File: src/rtl/skc_pkg.sv
// ----------------------------------------------------------------------------
// SKIP32 cipher package
// Shared constants, the F table and the pipeline stage type.
// ----------------------------------------------------------------------------
`default_nettype none

package skc_pkg;

  localparam int unsigned ROUNDS   = 24;
  localparam int unsigned NumStage = 2 * ROUNDS;
  localparam int unsigned RoundW   = (ROUNDS > 2) ? $clog2(ROUNDS) : 1;
  localparam int unsigned KeyBytes = 10;
  localparam int unsigned KeyW     = 8 * KeyBytes;
  localparam int unsigned CfgIdxW  = 2;
  localparam int unsigned CfgDataW = 64;

  localparam logic [CfgIdxW-1:0] CfgKeyZeroToSeven = 2'd0;
  localparam logic [CfgIdxW-1:0] CfgKeyEightNine   = 2'd1;

  localparam logic CmdEncrypt = 1'b1;

  localparam logic [7:0] FBOX [256] = '{
    8'ha3, 8'hd7, 8'h09, 8'h83, 8'hf8, 8'h48, 8'hf6, 8'hf4,
    8'hb3, 8'h21, 8'h15, 8'h78, 8'h99, 8'hb1, 8'haf, 8'hf9,
    8'he7, 8'h2d, 8'h4d, 8'h8a, 8'hce, 8'h4c, 8'hca, 8'h2e,
    8'h52, 8'h95, 8'hd9, 8'h1e, 8'h4e, 8'h38, 8'h44, 8'h28,
    8'h0a, 8'hdf, 8'h02, 8'ha0, 8'h17, 8'hf1, 8'h60, 8'h68,
    8'h12, 8'hb7, 8'h7a, 8'hc3, 8'he9, 8'hfa, 8'h3d, 8'h53,
    8'h96, 8'h84, 8'h6b, 8'hba, 8'hf2, 8'h63, 8'h9a, 8'h19,
    8'h7c, 8'hae, 8'he5, 8'hf5, 8'hf7, 8'h16, 8'h6a, 8'ha2,
    8'h39, 8'hb6, 8'h7b, 8'h0f, 8'hc1, 8'h93, 8'h81, 8'h1b,
    8'hee, 8'hb4, 8'h1a, 8'hea, 8'hd0, 8'h91, 8'h2f, 8'hb8,
    8'h55, 8'hb9, 8'hda, 8'h85, 8'h3f, 8'h41, 8'hbf, 8'he0,
    8'h5a, 8'h58, 8'h80, 8'h5f, 8'h66, 8'h0b, 8'hd8, 8'h90,
    8'h35, 8'hd5, 8'hc0, 8'ha7, 8'h33, 8'h06, 8'h65, 8'h69,
    8'h45, 8'h00, 8'h94, 8'h56, 8'h6d, 8'h98, 8'h9b, 8'h76,
    8'h97, 8'hfc, 8'hb2, 8'hc2, 8'hb0, 8'hfe, 8'hdb, 8'h20,
    8'he1, 8'heb, 8'hd6, 8'he4, 8'hdd, 8'h47, 8'h4a, 8'h1d,
    8'h42, 8'hed, 8'h9e, 8'h6e, 8'h49, 8'h3c, 8'hcd, 8'h43,
    8'h27, 8'hd2, 8'h07, 8'hd4, 8'hde, 8'hc7, 8'h67, 8'h18,
    8'h89, 8'hcb, 8'h30, 8'h1f, 8'h8d, 8'hc6, 8'h8f, 8'haa,
    8'hc8, 8'h74, 8'hdc, 8'hc9, 8'h5d, 8'h5c, 8'h31, 8'ha4,
    8'h70, 8'h88, 8'h61, 8'h2c, 8'h9f, 8'h0d, 8'h2b, 8'h87,
    8'h50, 8'h82, 8'h54, 8'h64, 8'h26, 8'h7d, 8'h03, 8'h40,
    8'h34, 8'h4b, 8'h1c, 8'h73, 8'hd1, 8'hc4, 8'hfd, 8'h3b,
    8'hcc, 8'hfb, 8'h7f, 8'hab, 8'he6, 8'h3e, 8'h5b, 8'ha5,
    8'had, 8'h04, 8'h23, 8'h9c, 8'h14, 8'h51, 8'h22, 8'hf0,
    8'h29, 8'h79, 8'h71, 8'h7e, 8'hff, 8'h8c, 8'h0e, 8'he2,
    8'h0c, 8'hef, 8'hbc, 8'h72, 8'h75, 8'h6f, 8'h37, 8'ha1,
    8'hec, 8'hd3, 8'h8e, 8'h62, 8'h8b, 8'h86, 8'h10, 8'he8,
    8'h08, 8'h77, 8'h11, 8'hbe, 8'h92, 8'h4f, 8'h24, 8'hc5,
    8'h32, 8'h36, 8'h9d, 8'hcf, 8'hf3, 8'ha6, 8'hbb, 8'hac,
    8'h5e, 8'h6c, 8'ha9, 8'h13, 8'h57, 8'h25, 8'hb5, 8'he3,
    8'hbd, 8'ha8, 8'h3a, 8'h01, 8'h05, 8'h59, 8'h2a, 8'h46
  };

  // One pipeline stage: the two halves, the direction and the partial G bytes.
  typedef struct packed {
    logic        enc;
    logic [15:0] left;
    logic [15:0] right;
    logic [7:0]  a;
    logic [7:0]  b;
  } stage_t;

  function automatic logic [7:0] f_box(input logic [7:0] x);
    return FBOX[x];
  endfunction

  // Byte idx of the key, byte 0 in the most significant position.
  function automatic logic [7:0] key_byte(input logic [KeyW-1:0] key,
                                          input int unsigned idx);
    return key[KeyW-1-8*idx -: 8];
  endfunction

endpackage

`default_nettype wire

File: src/rtl/skc_key_regs.sv
// ----------------------------------------------------------------------------
// SKIP32 key registers
// Holds the 80-bit key written through the configuration port.
// ----------------------------------------------------------------------------
`default_nettype none

module skc_key_regs
  import skc_pkg::*;
(
  input  wire logic                clk_i,
  input  wire logic                rst_ni,
  input  wire logic                cfg_we_i,
  input  wire logic [CfgIdxW-1:0]  cfg_idx_i,
  input  wire logic [CfgDataW-1:0] cfg_wdata_i,
  output logic      [KeyW-1:0]     key_o
);

  logic [63:0] key_hi_q;
  logic [15:0] key_lo_q;

  // Writes to an index beyond the two registers are dropped.
  always_ff @(posedge clk_i or negedge rst_ni) begin
    if (!rst_ni) begin
      key_hi_q <= '0;
      key_lo_q <= '0;
    end else if (cfg_we_i) begin
      if (cfg_idx_i == CfgKeyZeroToSeven) begin
        key_hi_q <= cfg_wdata_i;
      end else if (cfg_idx_i == CfgKeyEightNine) begin
        key_lo_q <= cfg_wdata_i[15:0];
      end
    end
  end

  assign key_o = {key_hi_q, key_lo_q};

endmodule

`default_nettype wire

File: config.mk
export PLATFORM = sky130hd
export DESIGN_NAME = skc_key_regs
export DESIGN_NICKNAME = d
export VERILOG_FILES = /design/src/rtl/skc_pkg.sv /design/src/rtl/skc_key_regs.sv
export SDC_FILE = /design/constraint.sdc
export NUM_CORES = 1
export LEC_CHECK = 0
export BUFFER_PORTS_ARGS = -buffer_cell sky130_fd_sc_hd__buf_2
export CORE_MARGIN = 2
export CORE_UTILIZATION = 50
export DETAILED_ROUTE_END_ITERATION = 8
export GPL_ROUTABILITY_DRIVEN = 0
export GPL_TIMING_DRIVEN = 0
export PLACE_DENSITY = 0.94
export SYNTH_ARGS = -nofsm -noshare
export SYNTH_HDL_FRONTEND = slang
export SYNTH_SLANG_ARGS = --single-unit
export TNS_END_PERCENT = 20
File: constraint.sdc
create_clock -name clk_i -period 1.5 [get_ports clk_i]
set_input_delay 0.075 -clock clk_i [delete_from_list [all_inputs] [get_ports clk_i]]
set_output_delay 0.075 -clock clk_i [all_outputs]
set_load 0.02 [all_outputs]
# Word-level counts from Yosys, hierarchy flattened
# Index checks and enable logic that the tools add are counted.
# totals
reg_bits	80
in_bits	69
out_inout_bits	80
# classes
n_bitwise	1
reduce_logical	3
eq_ne	1
# ops
cell	n
$reduce_and 3->1	1
$eq 2x1->1 const B	1
$logic_not 2->1	1
$reduce_and 2->1	1
$not 1->1	1

# Depth between registers and ports, before layout
# depth
word_depth	3
depth_mapped	4
ltp_nobuf	2

# Worst setup path after synthesis
# Ideal clock, no wire load.
# synth_path
path_kind	in2reg
from	input cfg_idx_i[0]
to	register key_hi_q[0]
t_arrival_ps	898
cell_stages	4
required_time_ps	1375
path_buffers	2
setup_ps	125
slack_ps	477
path_cell_list	nor3b_2 buf_6 buf_12 mux2_4
# synth_between
elab_chain_len	2
# synth_lines
item	line_no	source
start: declaration	skc_key_regs.sv:13	input wire logic [CfgIdxW-1:0] cfg_idx_i,
$logic_not 2->1	skc_key_regs.sv:27	if (cfg_idx_i == CfgKeyZeroToSeven) begin
$reduce_and 2->1 (no source line)	--	
end signal: assignment	skc_key_regs.sv:28	key_hi_q <= cfg_wdata_i;
end: declaration	skc_key_regs.sv:18	logic [63:0] key_hi_q;
# Every way passes these cells.
# A chain may end at the register's enable or synchronous reset.

# Final worst setup path
# layout_path
from	register key_hi_q[34]
to	output key_o[50]
# layout_rtl
item	line_no	source
end: declaration	skc_key_regs.sv:15	output logic [KeyW-1:0] key_o
# No word-level cell between the ends.

==> results.md <==
* P_leak at 2.54 nW
* Critical Path AT at 930 ps
* Max-cap violations at 0
* Via count at 2300
* DP HPWL at 5060 um
* CP Max Fanout at 2
* Worst Skew at 0 ps
* Final hold violations at 0
* Area grow syn2layout at 53.7%
* Sequential element share of the synthesized area at 60.7%
* RSZ-0062 raised after global routing: no
* Vias in the first global route at 2645
* Largest net degree at the start of global routing at 67
* Number of library cell types mapped by synthesis at 8
* Hold WC Path Type: in -> async
* CTS tree: built
* Final number of setup-violating endpoints at 0
* Diodes inserted at 0
* Layout Nets at 464
* Core Util, Final at 79.8%
* VDD IR max at 0.904 mV
* Slew Viols, Final at 0
* Row Count at 29
* F_max at 998 MHz
* Total GRT Usage at 24.9%
* Grt total ovfl at 0
* Die Y-Extent at 85.2 um
* Power density cells at 1330 nW/um^2
* Post-CTS Repair Setup Buffers at 0
* Post-Route WL at 8590 um
* CTS root buffer: clkbuf_8
* Antenna viol nets, final at 0
* Seq cells post-synth at 80
* Most frequent cells in the layout: 148 x buf_2, 80 x dfrtp_1, 65 x dlygate4sd3_1
* Worst rel slew slack at 79.1%
* Top cells by area, synth: dfrtp_1 61%, mux2_4 27%, mux2_2 6.8%
* Initial antenna violation count at 0
* Crit path buffers/inverters at 1
* Commonest non-fill, non-tap cell in the layout: buf_2
* CP peak stage delay at 410 ps
* Crit-path cells: buf_2
* Drt first pass iters at 4
* Die W at 85.2 um
* R2R setup slack at 690 ps
* Post-synth top area share at 60.7%
* Residual DRC at 0
* R2R Path Start: key_hi_q[34]$_DFFE_PN0P_
* Worst slew pin tran at 314 ps
* Cell taking the most area after synthesis: dfrtp_1
* Post-route minimum period at 1000 ps
* Avg Vias per Cell at 4.82
* Status: complete, no violations
* CTS H-tree depth at 3
* Critical Path RT at 1420 ps
* Startpoint Class: flip-flop
* Initial core utilization at 51.9%
* Pre-CTS setup slack at 235 ps
* CP Capture Type: output port
* Layout cells sized above 1 at 63.7%
* Core Box Area at 6350 um^2
* Start-to-end type of the worst setup path: reg -> out
* WL per Instance at 18.0 um
* Crit-path slowest cell: dfrtp_1
* Clock Tree Buf Depth at 2
* Die area at 7260 um^2
* First-pass GRT wire length at 13700 um
* Final Worst Setup Slack at 498 ps
* Mapped Cells at 170
* Mapped Area at 3300 um^2
* Kind of cell adding the most delay to the critical path: flip-flops
* CTS sink cnt at 80
* CTS Buf Count at 9
* Worst-Skew Late Latency at 340 ps
* Worst Setup SP: key_hi_q[34]$_DFFE_PN0P_
* Post-synth net total at 239
* I/O pin cnt at 149
* Buffers on Ports at 148
* Fillers at 344
* Drt initial violations at 56
* Synthesized area per cell at 19.4 um^2
* Ys Warns at 0
* Clk pin slew, worst setup/hold paths at 80 ps
* Fin crit share at 66.8%
==> where the power goes <==
| part | leakage [nW] | switching [mW] | total (mW) | internal, mW |
|---|---|---|---|---|
| Combinational | 1.46 | 0.983 | 1.96 | 0.973 |
| Sequential | 0.947 | 0.247 | 2.81 | 2.57 |
| Clock | 0.126 | 0.772 | 1.97 | 1.19 |
==> final cells by class <==
| cell class | count | area (um^2) | share of cell area, % |
|---|---|---|---|
| buffer | 8 | 136 | 2.69 |
| clock inverter | 5 | 103 | 2.02 |
| tap | 77 | 96.3 | 1.90 |
| sequential | 80 | 2000 | 39.5 |
| multi-input combinational | 82 | 1160 | 22.9 |
| timing repair buffer | 214 | 1420 | 28.0 |
| clock buffer | 11 | 151 | 2.99 |
==> cells in the mapped netlist, drive strengths merged <==
library cell  count
mux2             80
nor3b             1
buf               8
dfrtp            80
nand3b            1
==> kinds of logic (layout without fill, tap and decap cells) <==
family | Yosys count | in the layout | synth area share, %
mux | 80 | 80 | 34.2
buf+inv | 8 | 238 | 4.14
simple gates | 2 | 2 | 0.987
flops | 80 | 80 | 60.7
==> per-layer routing <==
metal	part of all wire (%)	vias up	wire [um]	GRT usage, %
met5	0	-	0	0
li1	-	1044	-	-
met1	38	1145	3270	28.5
met4	1.4	0	118	9.24
met2	55	99	4710	46.0
met3	5.7	12	490	4.86
==> worst paths after layout <==
kind	end	depth (start not counted)
hold reg to reg	key_hi_q[59]$_DFFE_PN0P_	1
max in group asynchronous	key_hi_q[3]$_DFFE_PN0P_	3
setup reg to reg	key_hi_q[34]$_DFFE_PN0P_	1
hold / removal	key_hi_q[30]$_DFFE_PN0P_	2
min in group clk_i	key_lo_q[15]$_DFFE_PN0P_	3
setup / recovery	key_o[50]	1
==> metrics by stage <==
stage / setup TNS (ps) / power [mW] / hold slack, ps / std cells / instance area [um^2]
6_report: 0 / 6.74 / 134 / 477 / 5070
5_1_grt: 0 / 6.99 / 157 / 477 / 5070
4_1_cts: 0 / 6.72 / 138 / 477 / 5070
3_5_place_dp: 0 / 4.64 / -45.0 / 396 / 4160
3_3_place_gp: -10240 / 4.54 / 306 / 395 / 4130
2_1_floorplan: 0 / 3.94 / -221 / 170 / 3300
==> state kept, by name, indices dropped and copies added, names as in the netlist <==
register and flops:
key_lo_q 16, key_hi_q 64
==> what timing repair did <==
item | in CTS | in global routing
resized for setup | 0 | 0
hold buffers | 65 | 0
hold endpoints to repair | 159 | 0
No activity file was read; power rests on OpenSTA's default activity.
