**config.mk**
```make
export PLATFORM = sky130hd
export DESIGN_NAME = skc_g_front
export DESIGN_NICKNAME = d
export VERILOG_FILES = /design/src/rtl/skc_pkg.sv /design/src/rtl/skc_g_front.sv
export SDC_FILE = /design/constraint.sdc
export NUM_CORES = 1
export LEC_CHECK = 0
export ABC_CLOCK_PERIOD_IN_PS = 1700
export BUFFER_PORTS_ARGS = -buffer_cell sky130_fd_sc_hd__buf_2
export CORE_ASPECT_RATIO = 1.2
export CORE_MARGIN = 3
export CORE_UTILIZATION = 55
export DETAILED_ROUTE_END_ITERATION = 6
export PLACE_DENSITY = 0.77
export SYNTH_ARGS = -nofsm -noshare
export SYNTH_HDL_FRONTEND = slang
export SYNTH_SLANG_ARGS = --single-unit
```
**constraint.sdc**
```tcl
create_clock -name clk_i -period 1.7 [get_ports clk_i]
set_input_delay 0 -clock clk_i [delete_from_list [all_inputs] [get_ports clk_i]]
set_output_delay 0 -clock clk_i [all_outputs]
set_load 0.02 [all_outputs]
```
**src/rtl/skc_pkg.sv**
```systemverilog
// ----------------------------------------------------------------------------
// SKIP32 cipher package
// Shared constants, the F table and the pipeline stage type.
// ----------------------------------------------------------------------------
`default_nettype none

package skc_pkg;

  localparam int unsigned ROUNDS   = 24;
  localparam int unsigned NumStage = 2 * ROUNDS;
  localparam int unsigned RoundW   = (ROUNDS > 2) ? $clog2(ROUNDS) : 1;
  localparam int unsigned KeyBytes = 10;
  localparam int unsigned KeyW     = 8 * KeyBytes;
  localparam int unsigned CfgIdxW  = 2;
  localparam int unsigned CfgDataW = 64;

  localparam logic [CfgIdxW-1:0] CfgKeyZeroToSeven = 2'd0;
  localparam logic [CfgIdxW-1:0] CfgKeyEightNine   = 2'd1;

  localparam logic CmdEncrypt = 1'b1;

  localparam logic [7:0] FBOX [256] = '{
    8'ha3, 8'hd7, 8'h09, 8'h83, 8'hf8, 8'h48, 8'hf6, 8'hf4,
    8'hb3, 8'h21, 8'h15, 8'h78, 8'h99, 8'hb1, 8'haf, 8'hf9,
    8'he7, 8'h2d, 8'h4d, 8'h8a, 8'hce, 8'h4c, 8'hca, 8'h2e,
    8'h52, 8'h95, 8'hd9, 8'h1e, 8'h4e, 8'h38, 8'h44, 8'h28,
    8'h0a, 8'hdf, 8'h02, 8'ha0, 8'h17, 8'hf1, 8'h60, 8'h68,
    8'h12, 8'hb7, 8'h7a, 8'hc3, 8'he9, 8'hfa, 8'h3d, 8'h53,
    8'h96, 8'h84, 8'h6b, 8'hba, 8'hf2, 8'h63, 8'h9a, 8'h19,
    8'h7c, 8'hae, 8'he5, 8'hf5, 8'hf7, 8'h16, 8'h6a, 8'ha2,
    8'h39, 8'hb6, 8'h7b, 8'h0f, 8'hc1, 8'h93, 8'h81, 8'h1b,
    8'hee, 8'hb4, 8'h1a, 8'hea, 8'hd0, 8'h91, 8'h2f, 8'hb8,
    8'h55, 8'hb9, 8'hda, 8'h85, 8'h3f, 8'h41, 8'hbf, 8'he0,
    8'h5a, 8'h58, 8'h80, 8'h5f, 8'h66, 8'h0b, 8'hd8, 8'h90,
    8'h35, 8'hd5, 8'hc0, 8'ha7, 8'h33, 8'h06, 8'h65, 8'h69,
    8'h45, 8'h00, 8'h94, 8'h56, 8'h6d, 8'h98, 8'h9b, 8'h76,
    8'h97, 8'hfc, 8'hb2, 8'hc2, 8'hb0, 8'hfe, 8'hdb, 8'h20,
    8'he1, 8'heb, 8'hd6, 8'he4, 8'hdd, 8'h47, 8'h4a, 8'h1d,
    8'h42, 8'hed, 8'h9e, 8'h6e, 8'h49, 8'h3c, 8'hcd, 8'h43,
    8'h27, 8'hd2, 8'h07, 8'hd4, 8'hde, 8'hc7, 8'h67, 8'h18,
    8'h89, 8'hcb, 8'h30, 8'h1f, 8'h8d, 8'hc6, 8'h8f, 8'haa,
    8'hc8, 8'h74, 8'hdc, 8'hc9, 8'h5d, 8'h5c, 8'h31, 8'ha4,
    8'h70, 8'h88, 8'h61, 8'h2c, 8'h9f, 8'h0d, 8'h2b, 8'h87,
    8'h50, 8'h82, 8'h54, 8'h64, 8'h26, 8'h7d, 8'h03, 8'h40,
    8'h34, 8'h4b, 8'h1c, 8'h73, 8'hd1, 8'hc4, 8'hfd, 8'h3b,
    8'hcc, 8'hfb, 8'h7f, 8'hab, 8'he6, 8'h3e, 8'h5b, 8'ha5,
    8'had, 8'h04, 8'h23, 8'h9c, 8'h14, 8'h51, 8'h22, 8'hf0,
    8'h29, 8'h79, 8'h71, 8'h7e, 8'hff, 8'h8c, 8'h0e, 8'he2,
    8'h0c, 8'hef, 8'hbc, 8'h72, 8'h75, 8'h6f, 8'h37, 8'ha1,
    8'hec, 8'hd3, 8'h8e, 8'h62, 8'h8b, 8'h86, 8'h10, 8'he8,
    8'h08, 8'h77, 8'h11, 8'hbe, 8'h92, 8'h4f, 8'h24, 8'hc5,
    8'h32, 8'h36, 8'h9d, 8'hcf, 8'hf3, 8'ha6, 8'hbb, 8'hac,
    8'h5e, 8'h6c, 8'ha9, 8'h13, 8'h57, 8'h25, 8'hb5, 8'he3,
    8'hbd, 8'ha8, 8'h3a, 8'h01, 8'h05, 8'h59, 8'h2a, 8'h46
  };

  // One pipeline stage: the two halves, the direction and the partial G bytes.
  typedef struct packed {
    logic        enc;
    logic [15:0] left;
    logic [15:0] right;
    logic [7:0]  a;
    logic [7:0]  b;
  } stage_t;

  function automatic logic [7:0] f_box(input logic [7:0] x);
    return FBOX[x];
  endfunction

  // Byte idx of the key, byte 0 in the most significant position.
  function automatic logic [7:0] key_byte(input logic [KeyW-1:0] key,
                                          input int unsigned idx);
    return key[KeyW-1-8*idx -: 8];
  endfunction

endpackage

`default_nettype wire

```
**src/rtl/skc_g_front.sv**
```systemverilog
// ----------------------------------------------------------------------------
// SKIP32 G permutation, front half
// First two F-table steps of one round, registered.
// ----------------------------------------------------------------------------
`default_nettype none

module skc_g_front
  import skc_pkg::*;
(
  input  wire logic            clk_i,
  input  wire logic            rst_ni,
  input  wire logic            en_i,
  input  wire logic            valid_i,
  input  wire stage_t          stage_i,
  input  wire logic [1:0][7:0] key_enc_i,
  input  wire logic [1:0][7:0] key_dec_i,
  output logic                 valid_o,
  output stage_t               stage_o
);

  logic [1:0][7:0] key;
  stage_t          stage_d, stage_q;
  logic            valid_q;

  always_comb begin
    key       = (stage_i.enc == CmdEncrypt) ? key_enc_i : key_dec_i;
    stage_d   = stage_i;
    stage_d.a = f_box(stage_i.left[7:0] ^ key[0]) ^ stage_i.left[15:8];
    stage_d.b = f_box(stage_d.a ^ key[1]) ^ stage_i.left[7:0];
  end

  always_ff @(posedge clk_i or negedge rst_ni) begin
    if (!rst_ni) begin
      valid_q <= 1'b0;
    end else if (en_i) begin
      valid_q <= valid_i;
    end
  end

  always_ff @(posedge clk_i) begin
    if (en_i) begin
      stage_q <= stage_d;
    end
  end

  assign valid_o = valid_q;
  assign stage_o = stage_q;

endmodule

`default_nettype wire

```
==> impl_metrics.py, run 1 <==
metrics = {
    "synthesis": {
        "syn_inst": 1213,
        "synth_xor_area_share_pct": 6.473,
        "yosysMostFrequentCell": "nor2_1",
        "ys_types": 100,
        "synth_top_family_by_area": "compound AO/OA/AOI/OAI gates",
        "synthAdderAreaFrac_pct": 4.269,
        "synth-compound-area-share_pct": 38.07,
        "syn_area_per_cell_um2": 7.490,
        "synth_mux_area_share_pct": 4.958,
        "synth-simple-area-share_pct": 21.09,
        "netlist_top_cells_area": "edfxtp_1, a21oi_1, nor2_1",
        "synth_warnings": 0,
        "synth.top_cell.area_share_pct": 16.20,
        "synthFlopType": "edfxtp_1",
        "synth_edf_count": 49,
        "synth_area_leader_cell": "edfxtp_1",
        "synth_fp_nets": 1329,
        "syn_area_um2": 9085,
        "yosysSeqAreaShare_pct": 16.47,
        "async_reset_ff_share_pct": 2.000,
        "synth_seq_cells": 50,
        "yosys-top-cells-count": "nor2_1, nand2_1, a21oi_1",
    },
    "cts": {
        "cts_max_path_buffers": 2,
        "clockRootBuffer": "clkbuf_16",
        "numClockSinks": 50,
        "cts_made_buffers": 5,
        "htree_num_levels": 2,
    },
    "grt": {
        "grtUsageTotal_pct": 97.21,
        "grt_pass1_wl_mm": 133.1,
        "grt_pass1_vias": 19590,
        "grt_max_degree": 26,
        "overflow": 1297,
    },
    "place": {
        "io_buffers": 118,
        "hpwl_mm": 41.83,
        "place_congestion": 1.375,
        "dp.cells": 1901,
    },
    "floorplan": {
        "die_w_um": 123.3,
        "start_util_pct": 57.17,
        "io_pins": 135,
        "die_h_um": 146.8,
        "rows": 50,
    },
    "run_status": {
        "stop_stage": "5_1_grt",
        "status": "aborted with a tool error",
        "error_line": "[ERROR GRT-0116] Global routing finished with congestion. Check the congestion regions in the DRC Viewer.",
    },
}
==> cells by family after synthesis <==
group / count (synthesis)
AO/OA/AOI/OAI: 489
multiplexers: 41
AND/OR/NAND/NOR: 402
adder cells (fa/ha/maj): 31
buffers and inverters: 148
flip-flops: 50
XOR/XNOR: 52
==> stage by stage <==
stage	instance area [um2]	hold WS, ns	worst slack, ns	util [%]	setup TNS, ns
3_3_place_gp	13670	-0.2253	-3.239	86.04	-34.82
4_1_cts	14990	0.0002662	-2.475	94.31	-26.01
3_5_place_dp	13670	-0.2241	-3.320	86.04	-37.55
2_1_floorplan	9673	-0.2956	-2.717	-	-28.47
==> per-layer routing <==
layer | overflow | GRT usage [%]
met1 | 30 | 88.14
met2 | 900 | 119.8
met3 | 20 | 80.44
met4 | 340 | 105.4
met5 | 7 | 50.85
==> timing repair <==
action | CTS
gates cloned | 3
pin swaps | 46
endpoints found under the hold margin | 21
setup endpoints to repair | 16
hold buffers | 21
gates resized for setup | 179
buffers inserted | 21
==> inputs of run 2 (changes only) <==
--- a/config.mk
+++ b/config.mk
@@ -7,11 +7,10 @@
 export LEC_CHECK = 0
 export ABC_CLOCK_PERIOD_IN_PS = 1700
 export BUFFER_PORTS_ARGS = -buffer_cell sky130_fd_sc_hd__buf_2
-export CORE_ASPECT_RATIO = 1.2
 export CORE_MARGIN = 3
-export CORE_UTILIZATION = 55
+export CORE_UTILIZATION = 40
 export DETAILED_ROUTE_END_ITERATION = 6
-export PLACE_DENSITY = 0.77
+export PLACE_DENSITY_LB_ADDON = 0.15
 export SYNTH_ARGS = -nofsm -noshare
 export SYNTH_HDL_FRONTEND = slang
 export SYNTH_SLANG_ARGS = --single-unit
==> impl_metrics.py, run 2 <==
metrics = {
    "place": {
        "io_buffers": 118,
        "dpl-instance-area_um2": 13880,
        "place_congestion": 1.201,
        "hpwl_mm": 43.98,
        "dp.cells": 1982,
        "pre_cts_ws_ns": -3.538,
    },
    "cts": {
        "cts_made_buffers": 5,
        "clkSlewWorstSetupHoldPaths_ns": 0.07,
        "htree_num_levels": 2,
        "cts_tree": "done",
        "clk_latency_ns": 0.29,
        "numClockSinks": 50,
        "clockRootBuffer": "clkbuf_16",
        "cts_max_path_buffers": 2,
    },
    "synthesis": {
        "netlist_top_cells_area": "edfxtp_1, a21oi_1, nor2_1",
        "synthFlopType": "edfxtp_1",
        "synth_area_leader_cell": "edfxtp_1",
        "synth_fp_nets": 1329,
        "syn_area_per_cell_um2": 7.490,
        "yosys-top-cells-count": "nor2_1, nand2_1, a21oi_1",
        "syn_area_um2": 9085,
        "syn_inst": 1213,
        "synth_edf_count": 49,
        "synth_seq_cells": 50,
        "yosysMostFrequentCell": "nor2_1",
        "yosysSeqAreaShare_pct": 16.47,
        "async_reset_ff_share_pct": 2.000,
        "synth_warnings": 0,
        "synth.top_cell.area_share_pct": 16.20,
        "ys_types": 100,
    },
    "critical_path": {
        "critical_path_required_ns": 1.75,
        "r2r_start": "valid_o",
        "crit_path_top_delay_cell": "or4_4",
        "crit_buf_inv": 7,
        "crit_start": "stage_i[48]",
        "r2r-end": "valid_o",
        "ff2ff_path_depth": 2,
        "critPathMaxStageDelay_ns": 0.55,
        "end_kind": "register",
        "path_class": "primary input to register",
        "rrSetupSlack_ns": 0.37,
        "path_cells": "buf_12 -> mux2i_4 -> xnor2_4 -> buf_12 -> ha_4 -> nor2b_4 -> mux2i_4 -> buf_6 -> buf_12 -> a21oi_4 -> o311ai_2 -> o211ai_1 -> o41ai_2 -> buf_4 -> xnor2_4 -> buf_6 -> ha_2 -> inv_1 -> nor2_2 -> o21ai_2 -> and3b_1 -> or4_4 -> o22ai_2 -> xnor2_1",
        "cp_common_cell": "buf_12",
        "cp-endpoint": "stage_o[0]",
        "crit_family": "compound AO/OA/AOI/OAI gates",
        "start_kind": "primary input",
        "critPathArrivalTime_ns": 4.57,
        "crit_path_max_fanout": 8,
        "cp.depth": 24,
    },
    "run_status": {
        "status": "finished, violations left",
        "violations": "design-rule violations, negative setup slack",
    },
    "timing": {
        "period_share_pct": 265.8,
        "tightest_slew_ns": 0.6004,
        "timing.final.ws_setup_ns": -2.819,
        "finClkSkew_ns": 0,
        "slew_violations": 0,
        "fin_tns_setup_ns": -30.45,
        "rsz0062_at_grt": "yes",
        "hold_viol": 0,
        "min_period_ns": 4.519,
        "slew-limit-headroom_pct": 59.69,
        "fmax_ghz": 0.2213,
        "setup_violations": 16,
    },
    "floorplan": {
        "die_w_um": 156.7,
        "io_pins": 135,
        "dieArea_um2": 24560,
        "start_util_pct": 41.12,
        "die_h_um": 156.7,
        "core_area_um2": 22090,
        "rows": 54,
    },
    "final_layout": {
        "largest_register_ffs": 49,
        "layout.cells.most_common": "buf_4",
        "final_area_um2": 16130,
        "final_cell_mix": "buf_4, buf_2, nand2_1",
        "synthToLayoutAreaGrowth_pct": 77.56,
        "fill_cells": 1691,
        "drive_gt1_share_pct": 52.29,
        "fin_util_pct": 73.02,
        "nNetsFinal": 1907,
        "final_cells": 2073,
    },
    "routing": {
        "drc": 36,
        "postRouteWirelength_mm": 59.28,
        "drt-vias-per-instance": 6.938,
        "drtIter0Drc": 2582,
        "vias": 14380,
        "drtAntennaViolNets": 0,
        "drt-wirelength-per-cell_um": 28.60,
        "first_pass_iters": 7,
    },
    "run": {
        "maxCapViolCount": 0,
    },
    "min_path": {
        "hold_class": "primary input to register",
    },
    "grt": {
        "antenna_found_initial": 2,
        "grt_max_degree": 28,
        "grtUsageTotal_pct": 46.15,
        "overflow": 0,
        "grt_pass1_wl_mm": 85.95,
        "grt_pass1_vias": 13710,
    },
    "power": {
        "cellPowerDensity_nw_per_um2": 1771,
        "leakage_nw": 6.734,
        "vdd_ir_drop_max_uv": 1274,
    },
}
## run 2: layout make-up
type	count	area, um2	share of cell area (%)
Antenna cell	1	2.502	0.01551
Clock buffer	5	125.1	0.7756
Clock inverter	3	28.78	0.1784
Inverter	15	85.08	0.5274
Multi-Input combinational cell	1015	8320	51.58
Sequential cell	50	1496	9.276
Tap cell	280	350.3	2.172
Timing Repair Buffer	703	5717	35.44
Timing Repair inverter	1	6.256	0.03878
## run 2: worst min path at each step
stage / from / to / cells past startpoint
final: stage_i[40] / stage_o[40] / 2
after global routing: stage_i[46] / stage_o[46] / 2
after CTS: rst_ni / valid_o / 2
after detailed placement: rst_ni / valid_o / 1
after global placement: rst_ni / valid_o / 1
after floorplan: rst_ni / valid_o / 0
## run 2: metrics by stage
step | hold WS, ns | power, W
finish | 0.01394 | 0.02858
global route | 0.02087 | 0.02923
CTS | 0.0003589 | 0.02581
detailed placement | -0.2241 | 0.02223
global placement | -0.2251 | 0.02229
floorplan | -0.2956 | 0.01243
## run 2: routing by layer
| layer | routed length (um) | global-route usage (%) | share of wire, % |
|---|---|---|---|
| met5 | 13 | 0 | 0.022 |
| met3 | 10540 | 22.10 | 18 |
| met2 | 22160 | 62.45 | 37 |
| met1 | 22730 | 62.83 | 38 |
| met4 | 3843 | 17.80 | 6.5 |
## run 2: where the power goes
part / internal (W) / switching, W
logic: 0.0114 / 0.0143
registers: 0.00170 / 0.0000814
clock network: 0.000565 / 0.000549
total: 0.0136 / 0.0149
## run 2: logic make-up after synthesis
group / after synthesis / synth area share (%)
mux: 41 / 4.958
buf+inv: 148 / 8.676
fa+ha+maj: 31 / 4.269
xor+xnor: 52 / 6.473
simple gates: 402 / 21.09
compound gates: 489 / 38.07
flops: 50 / 16.47
## run 2: worst reg2reg max path, stage by stage, from the launching register on
cell and delay (ns):
dfrtp_1 0.40, mux2_2 0.27, dlygate4sd3_1 0.55
## run 2: what timing repair did
item | CTS | global route
gates resized for setup | 183 | 116
gates cloned | 3 | 2
pin swaps | 69 | 51
buffers inserted | 51 | 18
setup endpoints to repair | 16 | 16
hold buffers | 22 | 0
hold endpoints to repair | 21 | 0
(Power assumes the default switching activity.)
